$ cat config.mk
export PLATFORM = sky130hd
export DESIGN_NAME = spiking_neuron_with_fanout
export DESIGN_NICKNAME = d
export VERILOG_FILES = /design/src/rtl/snf_pkg.sv /design/src/rtl/snf_ram.sv /design/src/rtl/snf_front.sv /design/src/rtl/snf_queue.sv /design/src/rtl/snf_back.sv /design/src/rtl/spiking_neuron_with_fanout.sv
export SDC_FILE = /design/constraint.sdc
export NUM_CORES = 1
export LEC_CHECK = 0
export BUFFER_PORTS_ARGS = -buffer_cell sky130_fd_sc_hd__buf_2
export CAP_MARGIN = 20
export CORE_ASPECT_RATIO = 0.75
export CORE_MARGIN = 1.5
export CORE_UTILIZATION = 45
export CTS_CLUSTER_SIZE = 25
export DETAILED_ROUTE_END_ITERATION = 7
export PLACE_DENSITY = 0.61
export SLEW_MARGIN = 20
export SYNTH_ARGS = -nofsm -noshare
export SYNTH_HDL_FRONTEND = slang
export SYNTH_SLANG_ARGS = --single-unit
$ cat constraint.sdc
create_clock -name clk -period 8.36 [get_ports clk]
set_input_delay 0.836 -clock clk [delete_from_list [all_inputs] [get_ports clk]]
set_output_delay 0.836 -clock clk [all_outputs]
set_load 0.02 [all_outputs]
$ cat src/rtl/snf_pkg.sv
// Shared types and constants for the spiking neuron with fanout.
// Holds the item and spike payload structs, operation and register codes.
// No dependencies.
package snf_pkg;

  localparam int MAX_LINKS   = 8;
  localparam int LINK_AW     = (MAX_LINKS > 1) ? $clog2(MAX_LINKS) : 1;
  localparam int QUEUE_DEPTH = 2;
  localparam int Q_W         = 16;
  localparam int LEAK_W      = 15;
  localparam int REFR_W      = 8;
  localparam int CFG_IDX_W   = 3;

  typedef enum logic [1:0] {
    OP_RECEIVE  = 2'd0,
    OP_TICK     = 2'd1,
    OP_SET_LINK = 2'd2,
    OP_NONE     = 2'd3
  } op_t;

  typedef enum logic [CFG_IDX_W-1:0] {
    REG_RESTING_LEVEL    = 3'd0,
    REG_LEAK_STEP        = 3'd1,
    REG_FIRE_THRESHOLD   = 3'd2,
    REG_REFRACTORY_TICKS = 3'd3,
    REG_TICK_DRIVEN      = 3'd4
  } cfg_reg_t;

  typedef struct packed {
    logic [1:0]            operation;
    logic signed [Q_W-1:0] amount;
    logic [2:0]            link_index;
  } item_t;

  typedef struct packed {
    logic [2:0]            target_index;
    logic signed [Q_W-1:0] spike_weight;
    logic                  last;
  } spike_t;

  typedef logic [MAX_LINKS-1:0] link_mask_t;
  typedef logic [LINK_AW-1:0]   link_addr_t;

  // Reasons for the front end to hold off new items.
  typedef struct packed {
    logic full;   // fire queue has no room
    logic busy;   // a firing is queued or being walked: link table must not change
  } front_hold_t;

  // Link table write from the front end.
  typedef struct packed {
    logic                  we;
    link_addr_t            addr;
    logic signed [Q_W-1:0] data;
  } link_wr_t;

endpackage

$ cat src/rtl/snf_ram.sv
// Generic single-write, single-read RAM with registered read data.
// No dependencies.
module snf_ram #(
  parameter int WIDTH = 16,
  parameter int DEPTH = 8
) (
  input  logic                                         clk,
  input  logic                                         we,
  input  logic [((DEPTH > 1) ? $clog2(DEPTH) : 1)-1:0] waddr,
  input  logic [WIDTH-1:0]                             wdata,
  input  logic                                         re,
  input  logic [((DEPTH > 1) ? $clog2(DEPTH) : 1)-1:0] raddr,
  output logic [WIDTH-1:0]                             rdata
);

  logic [WIDTH-1:0] mem [DEPTH];

  always_ff @(posedge clk) begin
    if (we) begin
      mem[waddr] <= wdata;
    end
    if (re) begin
      rdata <= mem[raddr];
    end
  end

endmodule

$ cat src/rtl/snf_front.sv
// Front end: accepts items, keeps potential, refractory count, link valid
// bits and configuration; writes the link table and queues firings.
// Depends on snf_pkg.
module snf_front (
  input  logic                                clk,
  input  logic                                rst,
  input  logic                                item_valid,
  output logic                                item_ready,
  input  snf_pkg::item_t                      item,
  input  logic                                cfg_we,
  input  logic [snf_pkg::CFG_IDX_W-1:0]       cfg_index,
  input  logic [snf_pkg::Q_W-1:0]             cfg_data,
  input  snf_pkg::front_hold_t                hold,
  output logic                                fire_push,
  output snf_pkg::link_mask_t                 fire_mask,
  output snf_pkg::link_wr_t                   link_wr
);

  logic signed [snf_pkg::Q_W-1:0]    resting_level;
  logic [snf_pkg::LEAK_W-1:0]        leak_step;
  logic signed [snf_pkg::Q_W-1:0]    fire_threshold;
  logic [snf_pkg::REFR_W-1:0]        refractory_ticks;
  logic                              tick_driven;

  logic signed [snf_pkg::Q_W-1:0]    potential, potential_next;
  logic [snf_pkg::REFR_W-1:0]        refractory_left, refractory_left_next;
  snf_pkg::link_mask_t               link_valid, link_valid_next;

  logic                              accept;
  logic                              is_set;
  logic                              fire;
  logic signed [snf_pkg::Q_W:0]      sum;
  logic signed [snf_pkg::Q_W-1:0]    rx_pot;
  logic signed [snf_pkg::Q_W+1:0]    leak_dn, leak_up, rest_x;

  assign is_set     = (item.operation == snf_pkg::OP_SET_LINK);
  assign item_ready = !hold.full && !(is_set && hold.busy);
  assign accept     = item_valid && item_ready;

  always_comb begin
    sum = {potential[snf_pkg::Q_W-1], potential} + {item.amount[snf_pkg::Q_W-1], item.amount};
    if (sum[snf_pkg::Q_W] != sum[snf_pkg::Q_W-1]) begin
      rx_pot = sum[snf_pkg::Q_W] ? {1'b1, {(snf_pkg::Q_W-1){1'b0}}}
                                 : {1'b0, {(snf_pkg::Q_W-1){1'b1}}};
    end else begin
      rx_pot = sum[snf_pkg::Q_W-1:0];
    end
    rest_x  = {{2{resting_level[snf_pkg::Q_W-1]}}, resting_level};
    leak_dn = {{2{potential[snf_pkg::Q_W-1]}}, potential} - {3'b000, leak_step};
    leak_up = {{2{potential[snf_pkg::Q_W-1]}}, potential} + {3'b000, leak_step};
  end

  always_comb begin
    potential_next       = potential;
    refractory_left_next = refractory_left;
    link_valid_next      = link_valid;
    fire                 = 1'b0;
    link_wr.we           = 1'b0;
    link_wr.addr         = snf_pkg::LINK_AW'(item.link_index);
    link_wr.data         = item.amount;
    if (accept) begin
      case (item.operation)
        snf_pkg::OP_RECEIVE: begin
          potential_next = rx_pot;
          if (!tick_driven && !(rx_pot < fire_threshold)) begin
            if (refractory_left == '0) begin
              fire = 1'b1;
            end else begin
              refractory_left_next = refractory_left - 1'b1;
            end
          end
        end
        snf_pkg::OP_TICK: begin
          if (refractory_left != '0) begin
            refractory_left_next = refractory_left - 1'b1;
          end else if (potential > fire_threshold) begin
            fire = 1'b1;
          end else if (potential > resting_level) begin
            potential_next = (leak_dn < rest_x) ? resting_level : leak_dn[snf_pkg::Q_W-1:0];
          end else if (potential < resting_level) begin
            potential_next = (leak_up > rest_x) ? resting_level : leak_up[snf_pkg::Q_W-1:0];
          end
        end
        snf_pkg::OP_SET_LINK: begin
          if (int'(item.link_index) < snf_pkg::MAX_LINKS) begin
            link_wr.we = 1'b1;
            link_valid_next[snf_pkg::LINK_AW'(item.link_index)] = 1'b1;
          end
        end
        default: begin
        end
      endcase
    end
    if (fire) begin
      refractory_left_next = refractory_ticks;
    end
  end

  // A firing with no valid links emits nothing, so it never enters the queue.
  assign fire_push = fire && (link_valid != '0);
  assign fire_mask = link_valid;

  always_ff @(posedge clk) begin
    if (rst) begin
      resting_level    <= '0;
      leak_step        <= snf_pkg::LEAK_W'(256);
      fire_threshold   <= '0;
      refractory_ticks <= '0;
      tick_driven      <= 1'b0;
      potential        <= '0;
      refractory_left  <= '0;
      link_valid       <= '0;
    end else begin
      potential       <= potential_next;
      refractory_left <= refractory_left_next;
      link_valid      <= link_valid_next;
      if (cfg_we) begin
        case (cfg_index)
          snf_pkg::REG_RESTING_LEVEL:    resting_level    <= cfg_data;
          snf_pkg::REG_LEAK_STEP:        leak_step        <= cfg_data[snf_pkg::LEAK_W-1:0];
          snf_pkg::REG_FIRE_THRESHOLD:   fire_threshold   <= cfg_data;
          snf_pkg::REG_REFRACTORY_TICKS: refractory_ticks <= cfg_data[snf_pkg::REFR_W-1:0];
          snf_pkg::REG_TICK_DRIVEN:      tick_driven      <= cfg_data[0];
          default: begin
          end
        endcase
      end
    end
  end

endmodule

$ cat src/rtl/snf_queue.sv
// Short queue of firing commands (valid link masks) between front and back.
// Depends on snf_pkg.
module snf_queue (
  input  logic                clk,
  input  logic                rst,
  input  logic                push,
  input  snf_pkg::link_mask_t push_data,
  input  logic                pop,
  output snf_pkg::link_mask_t pop_data,
  output logic                empty,
  output logic                full
);

  localparam int PTR_W = (snf_pkg::QUEUE_DEPTH > 1) ? $clog2(snf_pkg::QUEUE_DEPTH) : 1;
  localparam int CNT_W = $clog2(snf_pkg::QUEUE_DEPTH + 1);

  snf_pkg::link_mask_t entries [snf_pkg::QUEUE_DEPTH];
  logic [PTR_W-1:0]    head, tail;
  logic [CNT_W-1:0]    count;

  assign empty    = (count == '0);
  assign full     = (count == CNT_W'(snf_pkg::QUEUE_DEPTH));
  assign pop_data = entries[head];

  function automatic logic [PTR_W-1:0] wrap_inc(input logic [PTR_W-1:0] p);
    logic [PTR_W-1:0] r;
    r = (p == PTR_W'(snf_pkg::QUEUE_DEPTH - 1)) ? '0 : p + 1'b1;
    return r;
  endfunction

  always_ff @(posedge clk) begin
    if (push && !full) begin
      entries[tail] <= push_data;
    end
  end

  always_ff @(posedge clk) begin
    if (rst) begin
      head  <= '0;
      tail  <= '0;
      count <= '0;
    end else begin
      if (push && !full) begin
        tail <= wrap_inc(tail);
      end
      if (pop && !empty) begin
        head <= wrap_inc(head);
      end
      case ({push && !full, pop && !empty})
        2'b10:   count <= count + 1'b1;
        2'b01:   count <= count - 1'b1;
        default: count <= count;
      endcase
    end
  end

endmodule

$ cat src/rtl/snf_back.sv
// Back end: walks the valid links of each queued firing in index order,
// reads each weight from the link table and presents one spike per link.
// Depends on snf_pkg.
module snf_back (
  input  logic                           clk,
  input  logic                           rst,
  input  logic                           q_empty,
  input  snf_pkg::link_mask_t            q_data,
  output logic                           q_pop,
  output logic                           ram_re,
  output snf_pkg::link_addr_t            ram_raddr,
  input  logic [snf_pkg::Q_W-1:0]        ram_rdata,
  output logic                           walking,
  output logic                           active,
  output logic                           spike_valid,
  input  logic                           spike_ready,
  output snf_pkg::spike_t                spike
);

  snf_pkg::link_mask_t pend, pend_next, rest;
  logic                have_data;
  snf_pkg::link_addr_t hold_idx;
  logic                hold_last;
  snf_pkg::link_addr_t pick;
  logic                out_free;
  logic                move;
  logic                issue;

  // Lowest set bit of the pending mask.
  always_comb begin
    pick = '0;
    for (int i = snf_pkg::MAX_LINKS - 1; i >= 0; i--) begin
      if (pend[i]) begin
        pick = snf_pkg::LINK_AW'(i);
      end
    end
  end

  assign rest      = pend & ~(snf_pkg::link_mask_t'(1) << pick);
  assign out_free  = !spike_valid || spike_ready;
  assign move      = have_data && out_free;
  assign issue     = (pend != '0) && (!have_data || move);
  assign q_pop     = (pend == '0) && !q_empty;
  assign ram_re    = issue;
  assign ram_raddr = pick;
  assign walking   = (pend != '0);
  assign active    = (pend != '0) || have_data;

  always_comb begin
    pend_next = pend;
    if (issue) begin
      pend_next = rest;
    end else if (q_pop) begin
      pend_next = q_data;
    end
  end

  always_ff @(posedge clk) begin
    if (issue) begin
      hold_idx  <= pick;
      hold_last <= (rest == '0);
    end
    if (move) begin
      spike.target_index <= 3'(hold_idx);
      spike.spike_weight <= ram_rdata;
      spike.last         <= hold_last;
    end
  end

  always_ff @(posedge clk) begin
    if (rst) begin
      pend        <= '0;
      have_data   <= 1'b0;
      spike_valid <= 1'b0;
    end else begin
      pend <= pend_next;
      if (issue) begin
        have_data <= 1'b1;
      end else if (move) begin
        have_data <= 1'b0;
      end
      if (move) begin
        spike_valid <= 1'b1;
      end else if (spike_ready) begin
        spike_valid <= 1'b0;
      end
    end
  end

endmodule

$ cat src/rtl/spiking_neuron_with_fanout.sv
// Top level of the leaky integrate-and-fire neuron with an outgoing link table.
// Instantiates snf_front, snf_queue, snf_back and snf_ram; uses snf_pkg.
//
//   channel  | handshake                  | payload
//   ---------+----------------------------+---------------------------------------
//   item     | item_valid / item_ready    | snf_pkg::item_t (operation, amount, link)
//   spike    | spike_valid / spike_ready  | snf_pkg::spike_t (target, weight, last)
//   config   | cfg_we (no wait)           | cfg_index 3 bits, cfg_data 16 bits
//
// Flow: the front end takes one item per cycle while item_ready is high. A firing with
// n valid links gives n spikes, one per cycle while spike_ready is high, a table read each.
// Reset: rst is synchronous and clears potential, refractory count, link valid
// bits, queue and back end; link weights are not cleared (read only when valid).
// Stalls: item_ready drops when the fire queue is full, and for a set-link item
// while a firing still waits in the queue or is being walked.
module spiking_neuron_with_fanout (
  input  logic                          clk,
  input  logic                          rst,
  input  logic                          item_valid,
  output logic                          item_ready,
  input  snf_pkg::item_t                item,
  output logic                          spike_valid,
  input  logic                          spike_ready,
  output snf_pkg::spike_t               spike,
  input  logic                          cfg_we,
  input  logic [snf_pkg::CFG_IDX_W-1:0] cfg_index,
  input  logic [snf_pkg::Q_W-1:0]       cfg_data
);

  snf_pkg::front_hold_t     hold;
  logic                     fire_push;
  snf_pkg::link_mask_t      fire_mask;
  snf_pkg::link_wr_t        link_wr;
  logic                     q_pop;
  snf_pkg::link_mask_t      q_data;
  logic                     q_empty;
  logic                     q_full;
  logic                     ram_re;
  snf_pkg::link_addr_t      ram_raddr;
  logic [snf_pkg::Q_W-1:0]  ram_rdata;
  logic                     back_walking;
  logic                     back_active;

  // Hold new items while the queue is full; hold link writes while a walk
  // could still read the table.
  assign hold.full = q_full;
  assign hold.busy = !q_empty || back_walking;

  snf_front u_front (
    .clk        (clk),
    .rst        (rst),
    .item_valid (item_valid),
    .item_ready (item_ready),
    .item       (item),
    .cfg_we     (cfg_we),
    .cfg_index  (cfg_index),
    .cfg_data   (cfg_data),
    .hold       (hold),
    .fire_push  (fire_push),
    .fire_mask  (fire_mask),
    .link_wr    (link_wr)
  );

  snf_queue u_queue (
    .clk       (clk),
    .rst       (rst),
    .push      (fire_push),
    .push_data (fire_mask),
    .pop       (q_pop),
    .pop_data  (q_data),
    .empty     (q_empty),
    .full      (q_full)
  );

  // Link weight table: written by the front end, read by the back end.
  snf_ram #(
    .WIDTH (snf_pkg::Q_W),
    .DEPTH (snf_pkg::MAX_LINKS)
  ) u_link_ram (
    .clk   (clk),
    .we    (link_wr.we),
    .waddr (link_wr.addr),
    .wdata (link_wr.data),
    .re    (ram_re),
    .raddr (ram_raddr),
    .rdata (ram_rdata)
  );

  snf_back u_back (
    .clk         (clk),
    .rst         (rst),
    .q_empty     (q_empty),
    .q_data      (q_data),
    .q_pop       (q_pop),
    .ram_re      (ram_re),
    .ram_raddr   (ram_raddr),
    .ram_rdata   (ram_rdata),
    .walking     (back_walking),
    .active      (back_active),
    .spike_valid (spike_valid),
    .spike_ready (spike_ready),
    .spike       (spike)
  );

  // Never push a firing into a full queue.
  a_no_overflow: assert property (@(posedge clk) disable iff (rst)
    fire_push |-> !q_full)
    else $error("fire queue overflow");

  // Never change the link table while a firing is pending or being walked.
  a_table_stable: assert property (@(posedge clk) disable iff (rst)
    link_wr.we |-> (q_empty && !back_walking))
    else $error("link table written during a walk");

  // A spike that is not the last of its firing has a successor on the way.
  a_burst_continues: assert property (@(posedge clk) disable iff (rst)
    (spike_valid && spike_ready && !spike.last) |=> (spike_valid || back_active))
    else $error("firing burst ended without a last spike");

endmodule

# After elaboration in Yosys (flattened, before gate mapping)
# Memory sizes are Yosys's and may differ from the RTL's. A register that Yosys moved wholly into a read port is not among the register bits.
# Index checks and enable logic that the tools add are counted.
# Widths: inputs -> output; s select.
# word_totals
memories	2
ram_bits	144
word_cells	150
input_bits	45
ff_bits	126
out_inout_bits	22
# mem_list
memory	words	width	rd	rd_ports_with_merged_regs	write_ports	line_no	rtl
u_link_ram.mem	8	16	1	1	1	snf_ram.sv:16	logic [WIDTH-1:0] mem [DEPTH];
u_queue.entries	2	8	1	1	1	snf_queue.sv:17	snf_pkg::link_mask_t entries [snf_pkg::QUEUE_DEPTH];
# op_classes
order_cmp	8
n_eq_ne	16
n_addsub	8
shift	1
n_reduce_logical	45
n_mux	48
n_bitwise	3
# op_table
op	n
$mux 16	8
$mux 8	7
$add 16x16->17	2
$gt 16x16->1	2
$lt 16x16->1	2
$pmux 16 s2	1
$logic_not 8->1	3
$mux 3	8
$reduce_bool 8->1	3
$mux 1	20
$gt 17x16->1	1
$lt 17x16->1	1
$sub 16x16->17	1
$pmux 8 s2	1
$reduce_and 2->1	6
$reduce_bool 2->1	6
$logic_and 1x1->1	11
$reduce_and 5->1	2
$ne 3x1->1 const B	3
$and 8x8->8	1
$not 8->8	1
$or 8x8->8	1
$shl 1x3->8 const A	1
$sub 8x1->8 const B	1
21 further kinds	36

# Logic depth before layout (Yosys ltp)
# logic_depth
word_depth	13
ltp_mapped	28
depth_no_buf	25

# Modules after synthesis
# Synthesis repeated with hierarchy kept, for this count alone.
# unflattened
cells_unflattened	1420
area_unflattened_um2	15617.5
# modules_own_cells
mod	n_inst	area_each_um2	seq_area_each_um2	cells_each
snf_front	1	8064.0	1761.7	1054
snf_ram	1	5454.0	4324.1	214
snf_back	1	1295.0	920.9	100
snf_queue	1	798.3	580.6	51
spiking_neuron_with_fanout	1	6.3	0.0	1

# Worst setup path before layout
# No wires, ideal clock.
# synth_path
path_kind	input -> register
from	input item[3] (netlist bit)
to	register u_queue.count[1]
n_path_buf	3
t_arrival_ns	5.961
required_time_ns	8.289
setup_time_ns	0.071
path_stages	25
slack_ns	2.328
cell_sequence	ha_1 inv_1 fa_1 nand2b_1 a21oi_1 o21a_1 a21oi_1 or2_2 ha_1 inv_1 or3_1 clkbuf_1 buf_2 o21ai_0 ha_1 nand4_1 nor2_1 nand4_1 o32ai_2 nor2_4 or4b_1 buf_2 ha_1 or3_1 a21oi_1
# synth_via
elab_chain_cells	13
elab_cells_between_ends	16
cone_classes	1 x add/sub; 1 x order compare; 3 x eq/ne; 6 x mux; 5 x reduce/logical
# synth_rtl
element	line_no	rtl
start: declaration	spiking_neuron_with_fanout.sv:21	input snf_pkg::item_t item,
$add 16x16->17 (*)	snf_front.sv:41	sum = {potential[snf_pkg::Q_W-1], potential} + {item.amount[snf_pkg::Q_W-1], item.amount};
$mux 16 / $ne 1x1->1 (equally long branches)	snf_front.sv:43, snf_front.sv:42	
$mux 16 (*)	snf_front.sv:42	if (sum[snf_pkg::Q_W] != sum[snf_pkg::Q_W-1]) begin
$lt 16x16->1 (*)	snf_front.sv:65	if (!tick_driven && !(rx_pot < fire_threshold)) begin
$logic_not 1->1 (*)	snf_front.sv:65	
$logic_and 1x1->1 (*)	snf_front.sv:65	
$mux 1 (*)	snf_front.sv:65	
$pmux 1 s2 (*)	snf_front.sv:62	case (item.operation)
$mux 1 (*)	snf_front.sv:61	if (accept) begin
$logic_and 1x1->1 (*)	snf_front.sv:100	assign fire_push = fire && (link_valid != '0);
$logic_and 1x1->1 (*)	snf_queue.sv:49	case ({push && !full, pop && !empty})
$eq 2x1->1 / $eq 2x2->1 (equally long branches)	snf_queue.sv:49	
$pmux 2 s2 / $reduce_bool 2->1 (equally long branches)	--	
end signal: assignment	snf_queue.sv:50	2'b10: count <= count + 1'b1;
end signal: assignment	snf_queue.sv:51	2'b01: count <= count - 1'b1;
end signal: assignment	snf_queue.sv:52	default: count <= count;
end: declaration	snf_queue.sv:19	logic [CNT_W-1:0] count;
# Every way passes the cells marked *; elsewhere a longest branch is shown, timed or not.
# A chain may end at the register's enable or synchronous reset.

# Worst setup path in the final report
# layout_path
from	register u_front.potential[1] (netlist bit)
to	memory u_queue.entries[1][3] (netlist bit), enable pin
# layout_via
elab_chain_cells	13
elab_cells_between_ends	17
cone_classes	1 x add/sub; 2 x order compare; 1 x eq/ne; 9 x mux; 4 x reduce/logical
# layout_rtl
element	line_no	rtl
start: declaration	snf_front.sv:25	logic signed [snf_pkg::Q_W-1:0] potential, potential_next;
start signal: assignment	snf_front.sv:114	potential <= potential_next;
$add 16x16->17	snf_front.sv:41	
$mux 16 / $ne 1x1->1 (equally long branches)	snf_front.sv:43, snf_front.sv:42	
$mux 16	snf_front.sv:42	
$lt 16x16->1	snf_front.sv:65	
$logic_not 1->1	snf_front.sv:65	
$logic_and 1x1->1	snf_front.sv:65	
$mux 1	snf_front.sv:65	
$pmux 1 s2 (*)	snf_front.sv:62	
$mux 1 (*)	snf_front.sv:61	
$logic_and 1x1->1 (*)	snf_front.sv:100	
$logic_and 1x1->1 (*)	snf_queue.sv:32	if (push && !full) begin
$mux 1 (*)	snf_queue.sv:32	
$mux 1 (implied by the code) (*)	snf_queue.sv:33	entries[tail] <= push_data;
end: declaration	snf_queue.sv:17	
# Marked as above.

==> impl_results.md <==
- Outcome: finished, final reports clean
- Worst-path clk slew: 0.07 ns
- Final ANT Viol Nets: 0
- Worst EP arrival: 7.19 ns
- Sw Ratio: 45.0%
- Grt total ovfl: 0
- Bufs on Longest Clock Path: 3
- Critical setup path kind: flop to flop
- Worst Skew: 0.0234 ns
- Routed wire length: 42800 microns
- Crit path max fanout: 18
- Ports: 67
- P_sw: 3.14 mW
- Die extent in x: 218 microns
- CTS HTree Levels: 1
- Clk_lat worst skew: 0.58 ns
- Register area: 7590 sq um
- Most common cell after layout, fill and taps aside: nand2_1
- Fin nets: 1829
- Initial antenna violation count: 0
- Setup Buffers After CTS: 0
- CTS tree: done
- First DRT Iteration DRCs: 1022
- Drc violations: 0
- Syn Nets: 1779
- Filler Cells Inserted: 3091
- Leakage: 6.53 nW
- Combinational power share: 53.9%
- Die Area: 35700 sq um
- Detail Placement HPWL: 30600 microns
- Post-Syn Area per Cell: 9.70 sq um
- CP Data Required Time: 8.57 ns
- Initial DRT Pass Iterations: 5
- Pwr Density: 403 nW/um^2
- Core area: 33700 sq um
- First-pass GRT wire length: 66100 microns
- Yosys Warn Count: 0
- Vias per Instance: 5.74
- #FFs+latches synth: 287
- Fmax: 0.143 GHz
- RSZ-0062 raised after global routing: false
- CTS root buf: clkbuf_16
- Max-cap violation count: 0
- Placed cell area: 16400 sq um
- Seq pwr share: 27.2%
- WL/cell: 20.1 microns
- Antenna Cells: 0
- Fraction of layout cells with a size suffix above 1: 11.6%
- Die height: 164 microns
- Final Hold Viols: 0
- Cell row count: 58
- Via count: 12200
- Commonest cells after routing, fill and taps aside: nand2_1, edfxtp_1, ha_1
- Relative slew slack: 30.4%
- Final Power: 6.98 mW
- Least-Margin Pin Slew: 1.02 ns
- Final worst slack: 1.38 ns
- IR Drop Worst-Case VDD: 0.000257 V
- Top_reg_cell synth: edfxtp_1
- Design area: 17300 sq um
- Vias in the first global route: 11400
- Worst Hold Class: flop to flop
- Post-synth cell types: 80
- Dpl ws: 1.04 ns
- Num Clock Sinks: 287
- Fin crit period: 6.98 ns
- Clock network power share: 18.9%
- Post-synth EDFFs: 184
- Port Buffers: 66
- Hold_buf cts: 0
- Synth Instances: 1601
- Initial Util: 46.0%
- Synth Cell Area: 15500 sq um
- Area growth, synth to finish: 11.6%
- Setup tns final: 0 ns
- Setup violations, final: 0
- Total GRT Usage: 24.1%
- Critical Path Sink Type: flop
- WHS: 0.414 ns
- Footprint of the multi-input gates: 7420 sq um
- Period utilisation layout: 83.4%
- Ys async rst share: 0%
- Post-CTS resize count: 0
- Max Slew Vio Count: 0
- Internal: 3.84 mW
- Total CTS buffers: 29
- Post-synthesis sequential area ratio: 48.8%
- Gp weighted congestion: 0.900
- Startpoint Class: flop
- Largest net degree at the start of global routing: 79
-- per-stage QoR --
step           utilization [%]  instances
2_1_floorplan                -       1601
3_3_place_gp              48.4       2069
3_5_place_dp              48.5       2070
4_1_cts                   51.4       2124
5_1_grt                   51.4       2124
6_report                  51.4       2124
-- cells in the mapped netlist, types with 4 or more instances --
master	number	area share [%]
nand2_1	301	7.3
edfxtp_1	184	36
ha_1	130	10
a21oi_1	123	4.0
nor2_1	112	2.7
dfxtp_1	103	13
inv_1	84	2.0
nand3_1	55	1.8
clkbuf_1	54	1.3
o21ai_0	43	1.4
xnor2_1	23	1.3
a311oi_1	22	1.2
nand2b_1	22	0.89
and3_1	20	0.81
nor2b_1	19	0.76
nor3_1	19	0.61
a31o_2	17	0.96
xor2_1	17	0.96
o21ai_1	16	0.52
or3_1	15	0.60
a31oi_1	14	0.56
nand4_1	14	0.56
a21o_1	12	0.58
nor4_1	12	0.48
o21bai_1	12	0.58
a211oi_1	10	0.48
o21a_1	10	0.48
buf_2	8	0.26
mux2_2	8	0.58
or2_2	8	0.32
nor3b_1	7	0.34
o211ai_1	7	0.34
o31a_1	6	0.34
a221o_1	5	0.32
mux2i_1	5	0.32
o22ai_1	5	0.20
o31ai_1	5	0.24
or4_1	5	0.24
nand3b_1	4	0.19
-- critical path, cell delays in order, from the launching register on --
cell and delay (ns):
dfxtp_1 0.62, ha_1 0.34, a211oi_1 0.29, o21ai_0 0.21, a41oi_1 0.36, a21oi_1 0.16
a21oi_1 0.22, o21bai_1 0.10, a21oi_1 0.17, xnor2_1 0.11, ha_1 0.55, inv_1 0.18
or3_1 0.65, o21ai_0 0.25, ha_1 0.22, nand4_1 0.13, nor2_1 0.16, nand4_1 0.12
o32ai_2 0.36, nor2_4 0.12, or4b_1 0.65, nor2_1 0.61
-- cell families (layout without fill, tap and decap cells) --
family	Yosys count	after routing	synth area share [%]
flops	287	287	48.8
mux	14	14	0.991
fa+ha+maj	133	133	10.9
xor+xnor	41	41	2.36
simple gates	629	629	18.5
buf+inv	149	222	3.66
compound gates	348	348	14.8
-- path summary, 6_finish.rpt --
kind,start,to,slack (ns),cells past startpoint
worst max-delay path,u_front.potential[1]$_SDFFE_PP0P_,u_queue.entries[1][3]$_DFFE_PP_,1.38,21
worst min-delay path,u_link_ram.rdata[6]$_DFFE_PP_,u_back.spike[7]$_DFFE_PP_,0.41,0
worst max register to register,u_front.potential[1]$_SDFFE_PP0P_,u_queue.entries[1][3]$_DFFE_PP_,1.38,21
worst min register to register,u_link_ram.rdata[6]$_DFFE_PP_,u_back.spike[7]$_DFFE_PP_,0.41,0
-- power groups by stage --
stage	Combinational [mW]	Clock, mW	Sequential, mW
6_report	3.76	1.32	1.90
5_1_grt	4.17	1.40	1.91
4_1_cts	3.70	1.34	1.90
3_5_place_dp	3.67	0	1.93
3_3_place_gp	3.63	0	1.92
2_1_floorplan	2.68	0	1.87
-- sequential cells by signal, summed over array words and instances, names as in the netlist, 2 cells and up, named ones only --
name / count
u_front.resting_level: 16
u_front.leak_step: 15
u_front.fire_threshold: 16
u_back.pend: 8
u_front.refractory_ticks: 8
u_front.refractory_left: 8
u_queue.count: 2
u_link_ram.rdata: 16
u_back.spike: 20
u_front.fire_mask: 8
u_back.hold_idx: 3
u_link_ram.mem: 128
u_queue.entries: 16
u_front.potential: 16
-- metal layers --
metal | vias to the layer above | track usage (%) | part of all wire, %
li1 | 5872 | - | -
met1 | 5919 | 36.6 | 50
met2 | 343 | 36.5 | 42
met3 | 49 | 2.91 | 5.6
met4 | 0 | 5.46 | 1.9
met5 | - | 0 | 0
-- area by class of cell --
| cell class | count | area share [%] |
|---|---|---|
| multi-input combinational | 1165 | 42.8 |
| clock buffer | 34 | 4.72 |
| tap | 450 | 3.25 |
| clock inverter | 20 | 0.931 |
| sequential | 287 | 43.8 |
| timing repair buffer | 83 | 2.70 |
| inverter | 85 | 1.84 |
Note: power is estimated with default switching activity, not from simulation.
